==> src/rtl/core/tpsp_pkg.sv <==
`timescale 1ns / 1ps
`default_nettype none

package tpsp_pkg;

   localparam int STEPS      = 100;
   localparam int ROM_LEN    = 3 * STEPS;
   localparam int HALF_LEN   = ROM_LEN / 2 + 1;
   localparam int STEP_W     = $clog2(STEPS);
   localparam int IDX_W      = $clog2(ROM_LEN);
   localparam int HALF_W     = $clog2(HALF_LEN);
   localparam int OUT_STEP_W = 7;
   localparam int DATA_W     = 16;
   localparam int PHASES     = 3;
   localparam int PHASE_W    = $clog2(PHASES);
   localparam int QUEUE_DEPTH = 2;
   localparam int QPTR_W     = $clog2(QUEUE_DEPTH);
   localparam int QCNT_W     = $clog2(QUEUE_DEPTH + 1);
   localparam int MUL_A_W    = 30;
   localparam int MUL_B_W    = 16;
   localparam int PROD_W     = MUL_A_W + MUL_B_W;
   localparam int MAG_W      = 15;

   localparam logic [DATA_W-1:0] AMPLITUDE_RESET = 16'd21299;
   localparam logic [DATA_W-1:0] PERIOD_RESET    = 16'd1000;
   localparam logic [DATA_W-1:0] DIVIDER_RESET   = 16'd10;

   localparam logic [63:0] ROM_LEN64 = 64'(ROM_LEN);
   localparam logic [63:0] Q30_ONE   = 64'd1073741824;
   localparam logic [63:0] Q30_PI4   = 64'd843314857;

   typedef enum logic [1:0] {
      CSR_AMPLITUDE = 2'd0,
      CSR_PERIOD    = 2'd1,
      CSR_DIVIDER   = 2'd2
   } csr_index_type;

   typedef struct packed {
      logic [DATA_W-1:0] amplitude_q15;
      logic [DATA_W-1:0] pwm_period;
      logic [DATA_W-1:0] tick_divider;
   } cfg_type;

   typedef enum logic [2:0] {
      BK_IDLE,
      BK_LOOKUP,
      BK_SCALE,
      BK_PERIOD,
      BK_DONE
   } bk_state_type;

   typedef logic signed [DATA_W-1:0] cos_half_type [HALF_LEN];

   function automatic logic [63:0] mul_q30(input logic [63:0] a, input logic [63:0] b);
      return (a * b) >> 30;
   endfunction

   function automatic logic [63:0] taylor_q30(input logic [63:0] theta, input logic want_sin);
      logic [63:0] t2;
      logic [63:0] term;
      logic [63:0] sum;
      t2   = mul_q30(theta, theta);
      term = want_sin ? theta : Q30_ONE;
      sum  = term;
      for (int k = 1; k <= 4; k++) begin
         term = mul_q30(term, t2);
         case (k)
            1:       term = want_sin ? term / 6  : term / 2;
            2:       term = want_sin ? term / 20 : term / 12;
            3:       term = want_sin ? term / 42 : term / 30;
            default: term = want_sin ? term / 72 : term / 56;
         endcase
         if ((k % 2) == 1) begin
            sum = sum - term;
         end else begin
            sum = sum + term;
         end
      end
      return sum;
   endfunction

   function automatic logic signed [DATA_W-1:0] rom_entry(input int j);
      logic [63:0] t;
      logic [63:0] oct;
      logic [63:0] rem;
      logic [63:0] theta;
      logic [63:0] v;
      logic        use_sin;
      logic        neg;
      t   = 64'(j) * 64'd8;
      oct = (t / ROM_LEN64) & 64'd7;
      rem = t % ROM_LEN64;
      if (oct[0]) begin
         rem = ROM_LEN64 - rem;
      end
      theta   = rem * Q30_PI4 / ROM_LEN64;
      use_sin = (oct == 64'd1) || (oct == 64'd2) || (oct == 64'd5) || (oct == 64'd6);
      neg     = (oct >= 64'd2) && (oct <= 64'd5);
      v = taylor_q30(theta, use_sin);
      v = (v + 64'd16384) >> 15;
      if (v > 64'd32767) begin
         v = 64'd32767;
      end
      return neg ? -DATA_W'(v) : DATA_W'(v);
   endfunction

   // The cosine is even over a turn, so entry j and entry ROM_LEN-j are equal;
   // only the first half of the turn is kept.
   function automatic cos_half_type build_cos_half();
      cos_half_type tab;
      for (int j = 0; j < HALF_LEN; j++) begin
         tab[j] = rom_entry(j);
      end
      return tab;
   endfunction

   localparam cos_half_type COS_HALF = build_cos_half();

endpackage

`default_nettype wire

==> src/rtl/core/three_phase_sine_pwm_generator_unit.sv <==
`timescale 1ns / 1ps
`default_nettype none

// Three-phase sine PWM generator. A req_ transaction with req_tick_pulse set is
// one timer tick; the tick counter picks one tick in tick_divider and that tick
// yields one rsp_ transaction with the three compare values, the three direction
// bits and the step of the turn that was used, after which the step moves on by
// one. Ticks are taken in one cycle each as long as the two-entry queue of pending
// updates has room. The back end pops an update, works through each phase as
// table read, amplitude product and period product on the one shared 30 x 16
// bit multiplier, and loads the output register once it is free; that register
// holds the result while the back end moves on to the next update. Writes on the
// csr_ port are taken in every cycle and are meant for when the block is idle.
module three_phase_sine_pwm_generator_unit
   import tpsp_pkg::*;
(
   input  logic                  clock,
   input  logic                  reset,
   input  logic                  csr_valid,
   output logic                  csr_ready,
   input  logic [1:0]            csr_index,
   input  logic [DATA_W-1:0]     csr_wdata,
   input  logic                  req_valid,
   output logic                  req_ready,
   input  logic                  req_tick_pulse,
   output logic                  rsp_valid,
   input  logic                  rsp_ready,
   output logic [DATA_W-1:0]     rsp_duty_a,
   output logic [DATA_W-1:0]     rsp_duty_b,
   output logic [DATA_W-1:0]     rsp_duty_c,
   output logic                  rsp_dir_a,
   output logic                  rsp_dir_b,
   output logic                  rsp_dir_c,
   output logic [OUT_STEP_W-1:0] rsp_step_used
);

   cfg_type           cfg_ff;
   cfg_type           cfg_in;
   logic              q_push;
   logic [STEP_W-1:0] q_push_step;
   logic              q_push_ready;
   logic              q_pop;
   logic              q_pop_valid;
   logic [STEP_W-1:0] q_pop_step;

   assign csr_ready = 1'b1;

   always_comb begin
      cfg_in = cfg_ff;
      if (csr_valid && csr_ready) begin
         case (csr_index)
            CSR_AMPLITUDE: cfg_in.amplitude_q15 = csr_wdata;
            CSR_PERIOD:    cfg_in.pwm_period    = csr_wdata;
            CSR_DIVIDER:   cfg_in.tick_divider  = csr_wdata;
            default:       cfg_in               = cfg_ff;
         endcase
      end
   end

   always_ff @(posedge clock) begin
      if (reset) begin
         cfg_ff.amplitude_q15 <= AMPLITUDE_RESET;
         cfg_ff.pwm_period    <= PERIOD_RESET;
         cfg_ff.tick_divider  <= DIVIDER_RESET;
      end else begin
         cfg_ff <= cfg_in;
      end
   end

   tpsp_front u_front (
      .clock          (clock),
      .reset          (reset),
      .cfg            (cfg_ff),
      .req_valid      (req_valid),
      .req_ready      (req_ready),
      .req_tick_pulse (req_tick_pulse),
      .q_ready        (q_push_ready),
      .q_push         (q_push),
      .q_step         (q_push_step)
   );

   tpsp_queue u_queue (
      .clock      (clock),
      .reset      (reset),
      .push       (q_push),
      .push_step  (q_push_step),
      .push_ready (q_push_ready),
      .pop        (q_pop),
      .pop_valid  (q_pop_valid),
      .pop_step   (q_pop_step)
   );

   tpsp_back u_back (
      .clock         (clock),
      .reset         (reset),
      .cfg           (cfg_ff),
      .q_valid       (q_pop_valid),
      .q_step        (q_pop_step),
      .q_pop         (q_pop),
      .rsp_valid     (rsp_valid),
      .rsp_ready     (rsp_ready),
      .rsp_duty_a    (rsp_duty_a),
      .rsp_duty_b    (rsp_duty_b),
      .rsp_duty_c    (rsp_duty_c),
      .rsp_dir_a     (rsp_dir_a),
      .rsp_dir_b     (rsp_dir_b),
      .rsp_dir_c     (rsp_dir_c),
      .rsp_step_used (rsp_step_used)
   );

endmodule

`default_nettype wire

==> src/rtl/core/tpsp_front.sv <==
`timescale 1ns / 1ps
`default_nettype none

module tpsp_front
   import tpsp_pkg::*;
(
   input  logic              clock,
   input  logic              reset,
   input  cfg_type           cfg,
   input  logic              req_valid,
   output logic              req_ready,
   input  logic              req_tick_pulse,
   input  logic              q_ready,
   output logic              q_push,
   output logic [STEP_W-1:0] q_step
);

   logic [DATA_W-1:0] tick_count_ff;
   logic [DATA_W-1:0] tick_count_in;
   logic [STEP_W-1:0] step_ff;
   logic [STEP_W-1:0] step_in;
   logic              accept;
   logic              tick;
   logic [DATA_W-1:0] div_eff;
   logic [DATA_W:0]   count_inc;

   assign req_ready = q_ready;
   assign accept    = req_valid && req_ready;
   assign tick      = accept && req_tick_pulse;
   assign q_push    = tick && (tick_count_ff == '0);
   assign q_step    = step_ff;

   always_comb begin
      div_eff   = (cfg.tick_divider == '0) ? DATA_W'(1) : cfg.tick_divider;
      count_inc = (DATA_W + 1)'(tick_count_ff) + (DATA_W + 1)'(1);
      tick_count_in = tick_count_ff;
      step_in       = step_ff;
      if (tick) begin
         tick_count_in = (count_inc >= (DATA_W + 1)'(div_eff)) ? '0 : count_inc[DATA_W-1:0];
      end
      if (q_push) begin
         step_in = (step_ff == STEP_W'(STEPS - 1)) ? '0 : step_ff + STEP_W'(1);
      end
   end

   always_ff @(posedge clock) begin
      if (reset) begin
         tick_count_ff <= '0;
         step_ff       <= '0;
      end else begin
         tick_count_ff <= tick_count_in;
         step_ff       <= step_in;
      end
   end

endmodule

`default_nettype wire

==> src/rtl/core/tpsp_queue.sv <==
`timescale 1ns / 1ps
`default_nettype none

module tpsp_queue
   import tpsp_pkg::*;
(
   input  logic              clock,
   input  logic              reset,
   input  logic              push,
   input  logic [STEP_W-1:0] push_step,
   output logic              push_ready,
   input  logic              pop,
   output logic              pop_valid,
   output logic [STEP_W-1:0] pop_step
);

   logic [STEP_W-1:0] mem_ff [QUEUE_DEPTH];
   logic [QPTR_W-1:0] wr_ptr_ff;
   logic [QPTR_W-1:0] wr_ptr_in;
   logic [QPTR_W-1:0] rd_ptr_ff;
   logic [QPTR_W-1:0] rd_ptr_in;
   logic [QCNT_W-1:0] count_ff;
   logic [QCNT_W-1:0] count_in;
   logic              do_push;
   logic              do_pop;

   assign push_ready = (count_ff != QCNT_W'(QUEUE_DEPTH));
   assign pop_valid  = (count_ff != '0);
   assign pop_step   = mem_ff[rd_ptr_ff];
   assign do_push    = push && push_ready;
   assign do_pop     = pop && pop_valid;

   always_comb begin
      wr_ptr_in = wr_ptr_ff;
      rd_ptr_in = rd_ptr_ff;
      count_in  = count_ff;
      if (do_push) begin
         wr_ptr_in = (wr_ptr_ff == QPTR_W'(QUEUE_DEPTH - 1)) ? '0 : wr_ptr_ff + QPTR_W'(1);
      end
      if (do_pop) begin
         rd_ptr_in = (rd_ptr_ff == QPTR_W'(QUEUE_DEPTH - 1)) ? '0 : rd_ptr_ff + QPTR_W'(1);
      end
      if (do_push && !do_pop) begin
         count_in = count_ff + QCNT_W'(1);
      end else if (do_pop && !do_push) begin
         count_in = count_ff - QCNT_W'(1);
      end
   end

   always_ff @(posedge clock) begin
      if (do_push) begin
         mem_ff[wr_ptr_ff] <= push_step;
      end
   end

   always_ff @(posedge clock) begin
      if (reset) begin
         wr_ptr_ff <= '0;
         rd_ptr_ff <= '0;
         count_ff  <= '0;
      end else begin
         wr_ptr_ff <= wr_ptr_in;
         rd_ptr_ff <= rd_ptr_in;
         count_ff  <= count_in;
      end
   end

endmodule

`default_nettype wire

==> src/rtl/core/tpsp_back.sv <==
`timescale 1ns / 1ps
`default_nettype none

module tpsp_back
   import tpsp_pkg::*;
(
   input  logic                  clock,
   input  logic                  reset,
   input  cfg_type               cfg,
   input  logic                  q_valid,
   input  logic [STEP_W-1:0]     q_step,
   output logic                  q_pop,
   output logic                  rsp_valid,
   input  logic                  rsp_ready,
   output logic [DATA_W-1:0]     rsp_duty_a,
   output logic [DATA_W-1:0]     rsp_duty_b,
   output logic [DATA_W-1:0]     rsp_duty_c,
   output logic                  rsp_dir_a,
   output logic                  rsp_dir_b,
   output logic                  rsp_dir_c,
   output logic [OUT_STEP_W-1:0] rsp_step_used
);

   bk_state_type state_ff;
   bk_state_type state_in;

   logic [STEP_W-1:0]     step_ff;
   logic [STEP_W-1:0]     step_in;
   logic [IDX_W-1:0]      idx_ff;
   logic [IDX_W-1:0]      idx_in;
   logic [PHASE_W-1:0]    phase_ff;
   logic [PHASE_W-1:0]    phase_in;
   logic signed [DATA_W-1:0] entry_ff;
   logic signed [DATA_W-1:0] entry_in;
   logic [PROD_W-1:0]     prod_ff;
   logic [PROD_W-1:0]     prod_in;
   logic [DATA_W-1:0]     duty_ff [PHASES];
   logic [DATA_W-1:0]     duty_in [PHASES];
   logic                  dir_ff  [PHASES];
   logic                  dir_in  [PHASES];

   logic                  rsp_valid_ff;
   logic                  rsp_valid_in;
   logic [DATA_W-1:0]     rsp_duty_a_ff;
   logic [DATA_W-1:0]     rsp_duty_a_in;
   logic [DATA_W-1:0]     rsp_duty_b_ff;
   logic [DATA_W-1:0]     rsp_duty_b_in;
   logic [DATA_W-1:0]     rsp_duty_c_ff;
   logic [DATA_W-1:0]     rsp_duty_c_in;
   logic                  rsp_dir_a_ff;
   logic                  rsp_dir_a_in;
   logic                  rsp_dir_b_ff;
   logic                  rsp_dir_b_in;
   logic                  rsp_dir_c_ff;
   logic                  rsp_dir_c_in;
   logic [OUT_STEP_W-1:0] rsp_step_ff;
   logic [OUT_STEP_W-1:0] rsp_step_in;

   logic                  out_free;
   logic                  load_out;
   logic                  do_lookup;
   logic                  do_scale;
   logic                  do_period;
   logic                  last_phase;
   logic [HALF_W-1:0]     fold_idx;
   logic [IDX_W:0]        idx_next;
   logic [DATA_W-1:0]     entry_abs;
   logic [MUL_A_W-1:0]    mul_a;
   logic [MUL_B_W-1:0]    mul_b;
   logic [PROD_W-1:0]     mul_out;

   assign out_free   = !rsp_valid_ff || rsp_ready;
   assign last_phase = (phase_ff == PHASE_W'(PHASES - 1));

   always_comb begin
      state_in = state_ff;
      case (state_ff)
         BK_IDLE: begin
            if (q_valid) begin
               state_in = BK_LOOKUP;
            end
         end
         BK_LOOKUP: state_in = BK_SCALE;
         BK_SCALE:  state_in = BK_PERIOD;
         BK_PERIOD: state_in = last_phase ? BK_DONE : BK_LOOKUP;
         BK_DONE: begin
            if (out_free) begin
               state_in = BK_IDLE;
            end
         end
         default: state_in = BK_IDLE;
      endcase
   end

   always_comb begin
      q_pop     = 1'b0;
      do_lookup = 1'b0;
      do_scale  = 1'b0;
      do_period = 1'b0;
      load_out  = 1'b0;
      case (state_ff)
         BK_IDLE:   q_pop     = q_valid;
         BK_LOOKUP: do_lookup = 1'b1;
         BK_SCALE:  do_scale  = 1'b1;
         BK_PERIOD: do_period = 1'b1;
         BK_DONE:   load_out  = out_free;
         default:   q_pop     = 1'b0;
      endcase
   end

   // One multiplier serves both products of a phase: amplitude times the
   // cosine magnitude, then the fraction below one times the period. The
   // whole part of the first product is what the modulo by the period removes.
   always_comb begin
      fold_idx  = (idx_ff < IDX_W'(HALF_LEN)) ? HALF_W'(idx_ff)
                                              : HALF_W'(IDX_W'(ROM_LEN) - idx_ff);
      idx_next  = (IDX_W + 1)'(idx_ff) + (IDX_W + 1)'(STEPS);
      entry_abs = entry_ff[DATA_W-1] ? DATA_W'(-entry_ff) : DATA_W'(entry_ff);
      if (do_scale) begin
         mul_a = MUL_A_W'(entry_abs[MAG_W-1:0]);
         mul_b = cfg.amplitude_q15;
      end else begin
         mul_a = prod_ff[MUL_A_W-1:0];
         mul_b = cfg.pwm_period;
      end
      mul_out = PROD_W'(mul_a) * PROD_W'(mul_b);
   end

   always_comb begin
      step_in  = step_ff;
      idx_in   = idx_ff;
      phase_in = phase_ff;
      entry_in = entry_ff;
      prod_in  = prod_ff;
      duty_in  = duty_ff;
      dir_in   = dir_ff;
      if (q_pop) begin
         step_in  = q_step;
         idx_in   = IDX_W'(q_step) + IDX_W'(q_step) + IDX_W'(q_step);
         phase_in = '0;
      end
      if (do_lookup) begin
         entry_in = COS_HALF[fold_idx];
         idx_in   = (idx_next >= (IDX_W + 1)'(ROM_LEN)) ? IDX_W'(idx_next - (IDX_W + 1)'(ROM_LEN))
                                                        : IDX_W'(idx_next);
      end
      if (do_scale) begin
         prod_in          = mul_out;
         dir_in[phase_ff] = !entry_ff[DATA_W-1];
      end
      if (do_period) begin
         duty_in[phase_ff] = mul_out[PROD_W-1:MUL_A_W];
         phase_in          = last_phase ? phase_ff : phase_ff + PHASE_W'(1);
      end
   end

   always_comb begin
      rsp_valid_in  = rsp_valid_ff;
      rsp_duty_a_in = rsp_duty_a_ff;
      rsp_duty_b_in = rsp_duty_b_ff;
      rsp_duty_c_in = rsp_duty_c_ff;
      rsp_dir_a_in  = rsp_dir_a_ff;
      rsp_dir_b_in  = rsp_dir_b_ff;
      rsp_dir_c_in  = rsp_dir_c_ff;
      rsp_step_in   = rsp_step_ff;
      if (rsp_valid_ff && rsp_ready) begin
         rsp_valid_in = 1'b0;
      end
      if (load_out) begin
         rsp_valid_in  = 1'b1;
         rsp_duty_a_in = duty_ff[0];
         rsp_duty_b_in = duty_ff[1];
         rsp_duty_c_in = duty_ff[2];
         rsp_dir_a_in  = dir_ff[0];
         rsp_dir_b_in  = dir_ff[1];
         rsp_dir_c_in  = dir_ff[2];
         rsp_step_in   = OUT_STEP_W'(step_ff);
      end
   end

   always_ff @(posedge clock) begin
      if (reset) begin
         state_ff     <= BK_IDLE;
         phase_ff     <= '0;
         rsp_valid_ff <= 1'b0;
      end else begin
         state_ff     <= state_in;
         phase_ff     <= phase_in;
         rsp_valid_ff <= rsp_valid_in;
      end
   end

   always_ff @(posedge clock) begin
      step_ff       <= step_in;
      idx_ff        <= idx_in;
      entry_ff      <= entry_in;
      prod_ff       <= prod_in;
      duty_ff       <= duty_in;
      dir_ff        <= dir_in;
      rsp_duty_a_ff <= rsp_duty_a_in;
      rsp_duty_b_ff <= rsp_duty_b_in;
      rsp_duty_c_ff <= rsp_duty_c_in;
      rsp_dir_a_ff  <= rsp_dir_a_in;
      rsp_dir_b_ff  <= rsp_dir_b_in;
      rsp_dir_c_ff  <= rsp_dir_c_in;
      rsp_step_ff   <= rsp_step_in;
   end

   assign rsp_valid     = rsp_valid_ff;
   assign rsp_duty_a    = rsp_duty_a_ff;
   assign rsp_duty_b    = rsp_duty_b_ff;
   assign rsp_duty_c    = rsp_duty_c_ff;
   assign rsp_dir_a     = rsp_dir_a_ff;
   assign rsp_dir_b     = rsp_dir_b_ff;
   assign rsp_dir_c     = rsp_dir_c_ff;
   assign rsp_step_used = rsp_step_ff;

endmodule

`default_nettype wire

==> config.mk <==
export PLATFORM = sky130hd
export DESIGN_NAME = three_phase_sine_pwm_generator_unit
export DESIGN_NICKNAME = d
export VERILOG_FILES = /design/src/rtl/core/tpsp_pkg.sv /design/src/rtl/core/three_phase_sine_pwm_generator_unit.sv /design/src/rtl/core/tpsp_front.sv /design/src/rtl/core/tpsp_queue.sv /design/src/rtl/core/tpsp_back.sv
export SDC_FILE = /design/constraint.sdc
export NUM_CORES = 2
export LEC_CHECK = 0
export BUFFER_PORTS_ARGS = -buffer_cell sky130_fd_sc_hd__clkbuf_2
export CAP_MARGIN = 25
export CORE_AREA = 5 5 249 251
export CTS_BUF_LIST = sky130_fd_sc_hd__clkbuf_8
export CTS_CLUSTER_DIAMETER = 50
export CTS_CLUSTER_SIZE = 20
export DETAILED_ROUTE_END_ITERATION = 10
export DIE_AREA = 0 0 254 256
export PLACE_DENSITY = 0.68
export SLEW_MARGIN = 5
export SYNTH_ARGS = -nofsm -noshare
export SYNTH_HDL_FRONTEND = slang
export SYNTH_SLANG_ARGS = --single-unit
export TNS_END_PERCENT = 50
==> constraint.sdc <==
create_clock -name clock -period 12.45 [get_ports clock]
set_input_delay 0.6225 -clock clock [delete_from_list [all_inputs] [get_ports clock]]
set_output_delay 0.6225 -clock clock [all_outputs]
set_load 0.02 [all_outputs]
### Yosys cells after proc, flatten, opt, wreduce, memory -nomap -nowiden

Memories as Yosys holds them, arrays and structs flattened. A register that Yosys moved wholly into a read port is not among the register bits.
Index checks and enable logic that the tools add are counted.

| word-level totals | value |
|---|---|
| memories kept | 2 |
| register bits | 236 |
| input port bits | 24 |
| memory bits (writable) | 14 |
| output and inout port bits | 61 |
| bits in read-only memories | 4096 |

| operators by class | value |
|---|---|
| mux-type cells | 38 |
| equal/unequal tests | 12 |
| bitwise gates (word level) | 2 |
| reductions and logical operators | 28 |
| $mul | 1 |
| order comparisons | 5 |
| add/sub/neg operators | 13 |

Memories:

| name | depth | bits a word | rd ports | clocked after memory_dff | wr ports | RTL line | RTL |
|---|---|---|---|---|---|---|---|
| (no name shown) | 256 | 16 | 1 | 1 | 0 | tpsp_back.sv:143 | `entry_in = COS_HALF[fold_idx];` |
| u_queue.mem_ff | 2 | 7 | 1 | 1 | 1 | tpsp_queue.sv:17 | `logic [STEP_W-1:0] mem_ff [QUEUE_DEPTH];` |

Operator list:

| operator | count |
|---|---|
| 16-bit two-way mux | 4 |
| 48-bit bitwise mux | 1 |
| 30-bit by 16-bit multiplier with 46-bit output | 1 |
| 16-bit demux with 2-bit select | 1 |
| 16-bit zero test | 2 |
| 30-bit two-way mux | 1 |
| 9-bit two-way mux | 3 |
| 16-bit by 1-bit adder with 17-bit output, second input constant | 1 |
| 17-bit by 16-bit >= comparator with 1-bit output | 1 |
| 15-bit two-way mux | 1 |
| 15-bit negator | 1 |
| 3-bit case mux with 5 select lines | 1 |
| 1-bit two-way mux | 14 |
| 9-bit by 7-bit adder with 10-bit output, second input constant | 1 |
| 10-bit by 9-bit >= comparator with 1-bit output, second input constant | 1 |
| 2-bit two-way mux | 5 |
| 2-bit AND reduction | 5 |
| 2-bit nonzero test | 5 |
| 9-bit by 7-bit adder with 9-bit output | 1 |
| 1-bit logical AND | 9 |
| 9-bit by 8-bit < comparator with 1-bit output, second input constant | 1 |
| 3-bit two-way mux | 3 |
| 8-bit inverter with 9-bit output | 1 |
| 9-bit subtractor, second input constant | 1 |
| other kinds (25) | 34 |

### Logic depth before layout (Yosys ltp)

| depth | value |
|---|---|
| word-level depth | 9 |
| depth in mapped cells | 31 |
| mapped depth without buffers | 30 |

### By module

A second synthesis with hierarchy kept.

| unflattened totals | value |
|---|---|
| cell total of the unflattened synthesis | 3228 |
| area total of the unflattened synthesis | 29525.8 um^2 |

By module, submodules not included:

| module | cells an instance | instances | area each (um^2) | sequential area each (um^2) |
|---|---|---|---|---|
| tpsp_back | 2770 | 1 | 25056.5 | 5255.0 |
| three_phase_sine_pwm_generator_unit | 193 | 1 | 1981.9 | 960.9 |
| tpsp_front | 219 | 1 | 1752.9 | 460.4 |
| tpsp_queue | 46 | 1 | 734.5 | 520.5 |

### Worst setup path before layout

OpenSTA, ideal clock, no wires.

| path | value |
|---|---|
| kind | register to register |
| from | reg u_back.state_ff[2] |
| to | reg u_back.duty_ff[22] (netlist bit) (data pin) |
| setup slack | 3726 ps |
| library setup time | 274 ps |
| clock period less this slack | 8724 ps |
| stages on the path, launching flop included | 28 |
| arrival | 8450 ps |
| buffers on the path | 4 |
| data required time | 12176 ps |
| cell sequence | dfxtp_1 clkbuf_1 or3b_2 clkbuf_1 inv_2 buf_1 buf_1 a21oi_1 nand2_1 fa_1 inv_1 fa_1 fa_1 fa_1 fa_1 inv_1 fa_1 inv_1 ha_1 a21o_1 a21oi_1 o2111ai_1 or4_1 o311ai_0 a2111oi_0 o21ai_1 a21oi_1 a2111oi_0 |

| between the ends | value |
|---|---|
| word-level cells in the longest chain between the ends | 5 |

RTL lines:

| what | RTL line | RTL |
|---|---|---|
| from (decl) | tpsp_back.sv:24 | `bk_state_type state_ff;` |
| from (signal assigned) | tpsp_back.sv:187 | `state_ff <= state_in;` |
| 3-bit by 2-bit equality test with 1-bit output * | tpsp_back.sv:101 | `case (state_ff)` |
| 1-bit two-way mux * | tpsp_back.sv:101 |  |
| 30-bit two-way mux / 16-bit two-way mux (equally long branches) | tpsp_back.sv:119 | `if (do_scale) begin` |
| 30-bit by 16-bit multiplier with 46-bit output * | tpsp_back.sv:126 | `mul_out = PROD_W'(mul_a) * PROD_W'(mul_b);` |
| named net u_back.mul_out[36] | tpsp_back.sv:70 | `logic [PROD_W-1:0] mul_out;` |
| 48-bit bitwise mux * | tpsp_back.sv:152 | `duty_in[phase_ff] = mul_out[PROD_W-1:MUL_A_W];` |
| to (signal assigned) | tpsp_back.sv:198 | `duty_ff <= duty_in;` |
| to (decl) | tpsp_back.sv:37 | `logic [DATA_W-1:0] duty_ff [PHASES];` |

The timed path passes the listed nets; every way through them passes the cells marked *.
A chain may end at the register's enable or synchronous reset.

### Worst setup path after layout

| path | value |
|---|---|
| from | reg u_back.state_ff[1] |
| to | reg u_back.duty_ff[29] (netlist bit) (data pin) |

The elaborated chain is that of the path after synthesis.

==> results.md <==
- At the end of the flow, the number of nets in the layout was 3864.
- The share of flip-flops with an asynchronous set or reset is 0%.
- The post-layout minimum cycle time is 9.62 ns.
- The most common cell type on the critical path is fa_1.
- Dividing the final minimum period by the clock period gives 77.3%.
- In the synthesized netlist the dominant register cell turns out to be edfxtp_1.
- Synthesis produced a netlist whose cell count is 3307.
- The worst setup path is launched from a flip-flop.
- Static timing analysis puts the maximum clock frequency at 0.104 GHz.
- For this run, design rule violations remaining after detail routing come to 0.
- The type of destination of the critical path is a flip-flop.
- The run finished with clean final reports.
- Dividing the detail-routed wire length by the instance count gives 20.3 um.
- The number of hold violations in the final report is 0.
- The detailed router finished its first iteration with 2252 violations.
- The number of violations of the max-capacitance limit is 0.
- The overflow left after global routing is 0.
- The area growth from synthesis to layout is 5.70%.
- The path class of the lowest-slack min-delay path is in -> reg.
- Post-CTS timing repair inserted 0 buffers for setup.
- The number of instances resized during post-cts repair is 0.
- The largest net degree at the start of global routing is 88.
- STA puts the critical path data arrival time at 9.95 ns.
- Counting every net in the synthesized netlist gives 3885.
- Headroom to the max-slew limit came out at 27.6%.
- The fraction of layout instances using a drive strength above 1 is 6.63%.
- At the end of routability-driven placement, the weighted congestion stood at 0.972.
- The first detailed-routing pass ran for 6 iterations.
- The critical path contains buffers and inverters numbering 7 combined.
- Setup repair after global routing left no endpoint under its margin.
- The critical path is of the reg -> reg type.
- The number of pins with negative max-slew slack in the final report is 0.
- Cells fill 52.0% of the core in the end.
- The number of clock sinks seen by CTS is 267.
- The chip width is 254 um.
- The storage element area is 7200 um^2.
- The synthesized netlist contains 99 unique library cells.
- On the worst path, the slowest cell contributes a delay of 0.83 ns.
- Adding up every negative setup slack in the final design gives 0 ns.
- Of all cell types, the one taking the most synthesized area is fa_1.
- The via count of the first global-routing pass is 23.5k.
- The clock reaches the later pin of the worst-skew pair after 0.61 ns.
- The beginning of the critical path is u_back.state_ff[1].
- The peak fanout along the critical path is 43.
- Once detail routing completed, the nets flagged for antenna violations numbered 0.
- The number of buffers added on ports is 83.
- Measured along the y axis, the die boundary spans 256 um.
- The actual transition at the worst max-transition pin is 1.09 ns.
- In this run, CTS created clock tree buffers numbering 23.
- The clock transition time at the flip-flop clock pins of the worst setup and hold paths is 0.12 ns.
- The count of synthesis-stage warnings from yosys is 0.
- The area of combinational cells with multiple inputs is 19600 um^2.
- The average instance in the mapped netlist occupies 8.88 um^2.
- The fraction of synthesized cell area taken by the top area cell type is 26.6%.
- The global-route total usage across every layer is 25.2%.
- The global-route wire length before repair is 132 mm.
- Yosys mapped a number of flops with a built-in enable equal to 185.
- Ranked by total cell area, the synthesized netlist is headed by fa_1 (27%), edfxtp_1 (19%), nand2_1 (7.1%), ha_1 (6.9%), inv_1 (6.5%).
- The master of the slowest instance on the critical path is a21oi_1.
- The area inside the core boundary is 59700 um^2.
- The initialized floorplan defines 90 standard-cell rows.
- The most instantiated library cell after synthesis is nand2_1.
- The kind of cell adding the most delay to the critical path is adder cells.
- After detailed routing, the total wire length is 83.2 mm.
- The reg-to-reg critical path startpoint is u_back.state_ff[1].
- The detailed-route via count is 23.8k.
- Counting the fill cells in the layout gives 5564.
- The clock root buffer master is clkbuf_8.
- The post-DP HPWL is 62.9 mm.
- For the final database, setup skew stands at 0.0227 ns.
- After detailed routing, the number of vias per cell comes to 5.81.
- The die area is 65000 um^2.
- 85 I/O pins were placed.
- Setup violations remaining at the end of the flow were counted as 0.
- At the worst endpoint, the required time is 12.78 ns.
- The number of buffers on the longest clock path is 3.
- The number of register bits inferred by synthesis is 267.
- CTS built an H-tree with a depth of 1.
- The share of the yosys chip area belonging to registers is 24.5%.
- The cell area after synthesis is 29400 um^2.
- For this configuration, the core starts out at a cell density of 49.2%.
- For this design, the CTS-stage hold fixing added 0 buffers.
- TritonCTS built the clock tree.
- The number of antenna violations at the first check in global routing is 9.
- By count the netlist is led by nand2_1 (557), inv_1 (512), fa_1 (391), nor2_1 (265), edfxtp_1 (185).
- The worst hold slack after final layout is 0.272 ns.
- The worst hold path begins at csr_wdata[5].
-- worst reg2reg max path, stage by stage (launching register included) --
cell,delay [ns]
dfxtp_1,0.45
or3b_2,0.50
clkinv_2,0.49
buf_4,0.51
nor2_1,0.12
a21oi_1,0.83
nand2_1,0.19
fa_1,0.59
inv_1,0.05
fa_1,0.49
inv_1,0.06
fa_1,0.50
fa_1,0.49
inv_1,0.05
fa_1,0.50
inv_1,0.06
fa_1,0.47
inv_1,0.04
ha_1,0.35
a21oi_1,0.18
o31ai_1,0.09
a311oi_1,0.28
nand3_1,0.26
o311ai_0,0.71
nand2_1,0.25
a41o_1,0.32
o41ai_1,0.31
xnor2_1,0.20
-- cells by family (layout without fill, tap and decap cells) --
logic type      count (synthesis)  in the layout  synth area share [%]
xor+xnor                       93             93                  2.84
other cells                     1              5                0.0128
mux                            28             28                 0.975
fa+ha+maj                     554            554                  33.6
simple gates                 1126           1126                  16.8
compound gates                542            542                  12.2
flops                         267            267                  24.5
buf+inv                       696            692                  9.10
-- state kept, by name (all words and copies together), names as in the netlist, 9 cells and up, named ones only --
register               cells
cfg_ff                    48
u_back.duty_ff            48
u_back.prod_ff            30
u_back.entry_ff           16
u_back.rsp_duty_a         16
u_back.rsp_duty_b         16
u_back.rsp_duty_c         16
u_front.tick_count_ff     16
u_queue.mem_ff            14
u_back.idx_ff              9
-- final cells by class --
class | count | area share [%]
multi-input combinational | 2344 | 63.0
clock buffer | 23 | 1.02
tap | 782 | 3.15
timing repair buffer | 133 | 2.61
inverter | 517 | 6.26
sequential | 267 | 23.2
antenna | 4 | 0.0322
clock inverter | 19 | 0.729
-- worst paths after layout --
kind	to	slack (ns)	cells after the start
max	u_back.duty_ff[29]	2.83	27
min	cfg_ff[21]	0.27	3
min reg2reg	u_back.rsp_duty_c[5]	0.43	0
max reg2reg	u_back.duty_ff[29]	2.83	27
-- per-stage QoR --
step           cell area (um^2)  worst slack, ns  std cells
4_1_cts                   31000             2.94       4082
5_1_grt                   31100             2.09       4089
3_5_place_dp              30500             2.96       4040
3_3_place_gp              30400             3.13       4036
2_1_floorplan             29400             3.73       3307
6_report                  31100             2.83       4089
-- cells in the final DEF, fill, tap and decap left out, types with 8 or more instances in the layout --
master and n:
a21o_1 42, or2_2 9, and2_1 30, a311oi_1 8
and3_1 70, a21oi_1 172, a31oi_1 19, clkbuf_2 83
a211oi_1 25, nor4_1 12, o211ai_1 30, mux2i_1 23
edfxtp_1 185, o21bai_1 9, clkbuf_8 23, nor2_1 264
o211a_1 8, o21a_1 10, o31a_1 9, nor3_1 42
o22ai_1 12, nand4_1 17, nand3_1 60, nand2b_1 12
dfxtp_1 82, nand2_1 557, o31ai_1 12, a2111oi_0 8
fa_1 391, inv_1 514, xnor2_1 47, xor2_1 43
a221oi_1 8, o21ai_0 86, ha_1 163, o221ai_1 12
nor2b_1 12, buf_4 49
-- per-layer routing --
metal / routed length [um] / share of wire, % / track usage, % / up-vias
met5: 35 / 0.042 / 0 / -
met1: 33900 / 41 / 35.0 / 11700
met4: 3320 / 4.0 / 8.76 / 6
met3: 6920 / 8.3 / 3.82 / 246
met2: 39000 / 47 / 40.6 / 1070
li1: - / - / - / 10800
Power is not shown: default switching activity piles up to over one toggle a cycle in this logic, so the estimate is an artifact.
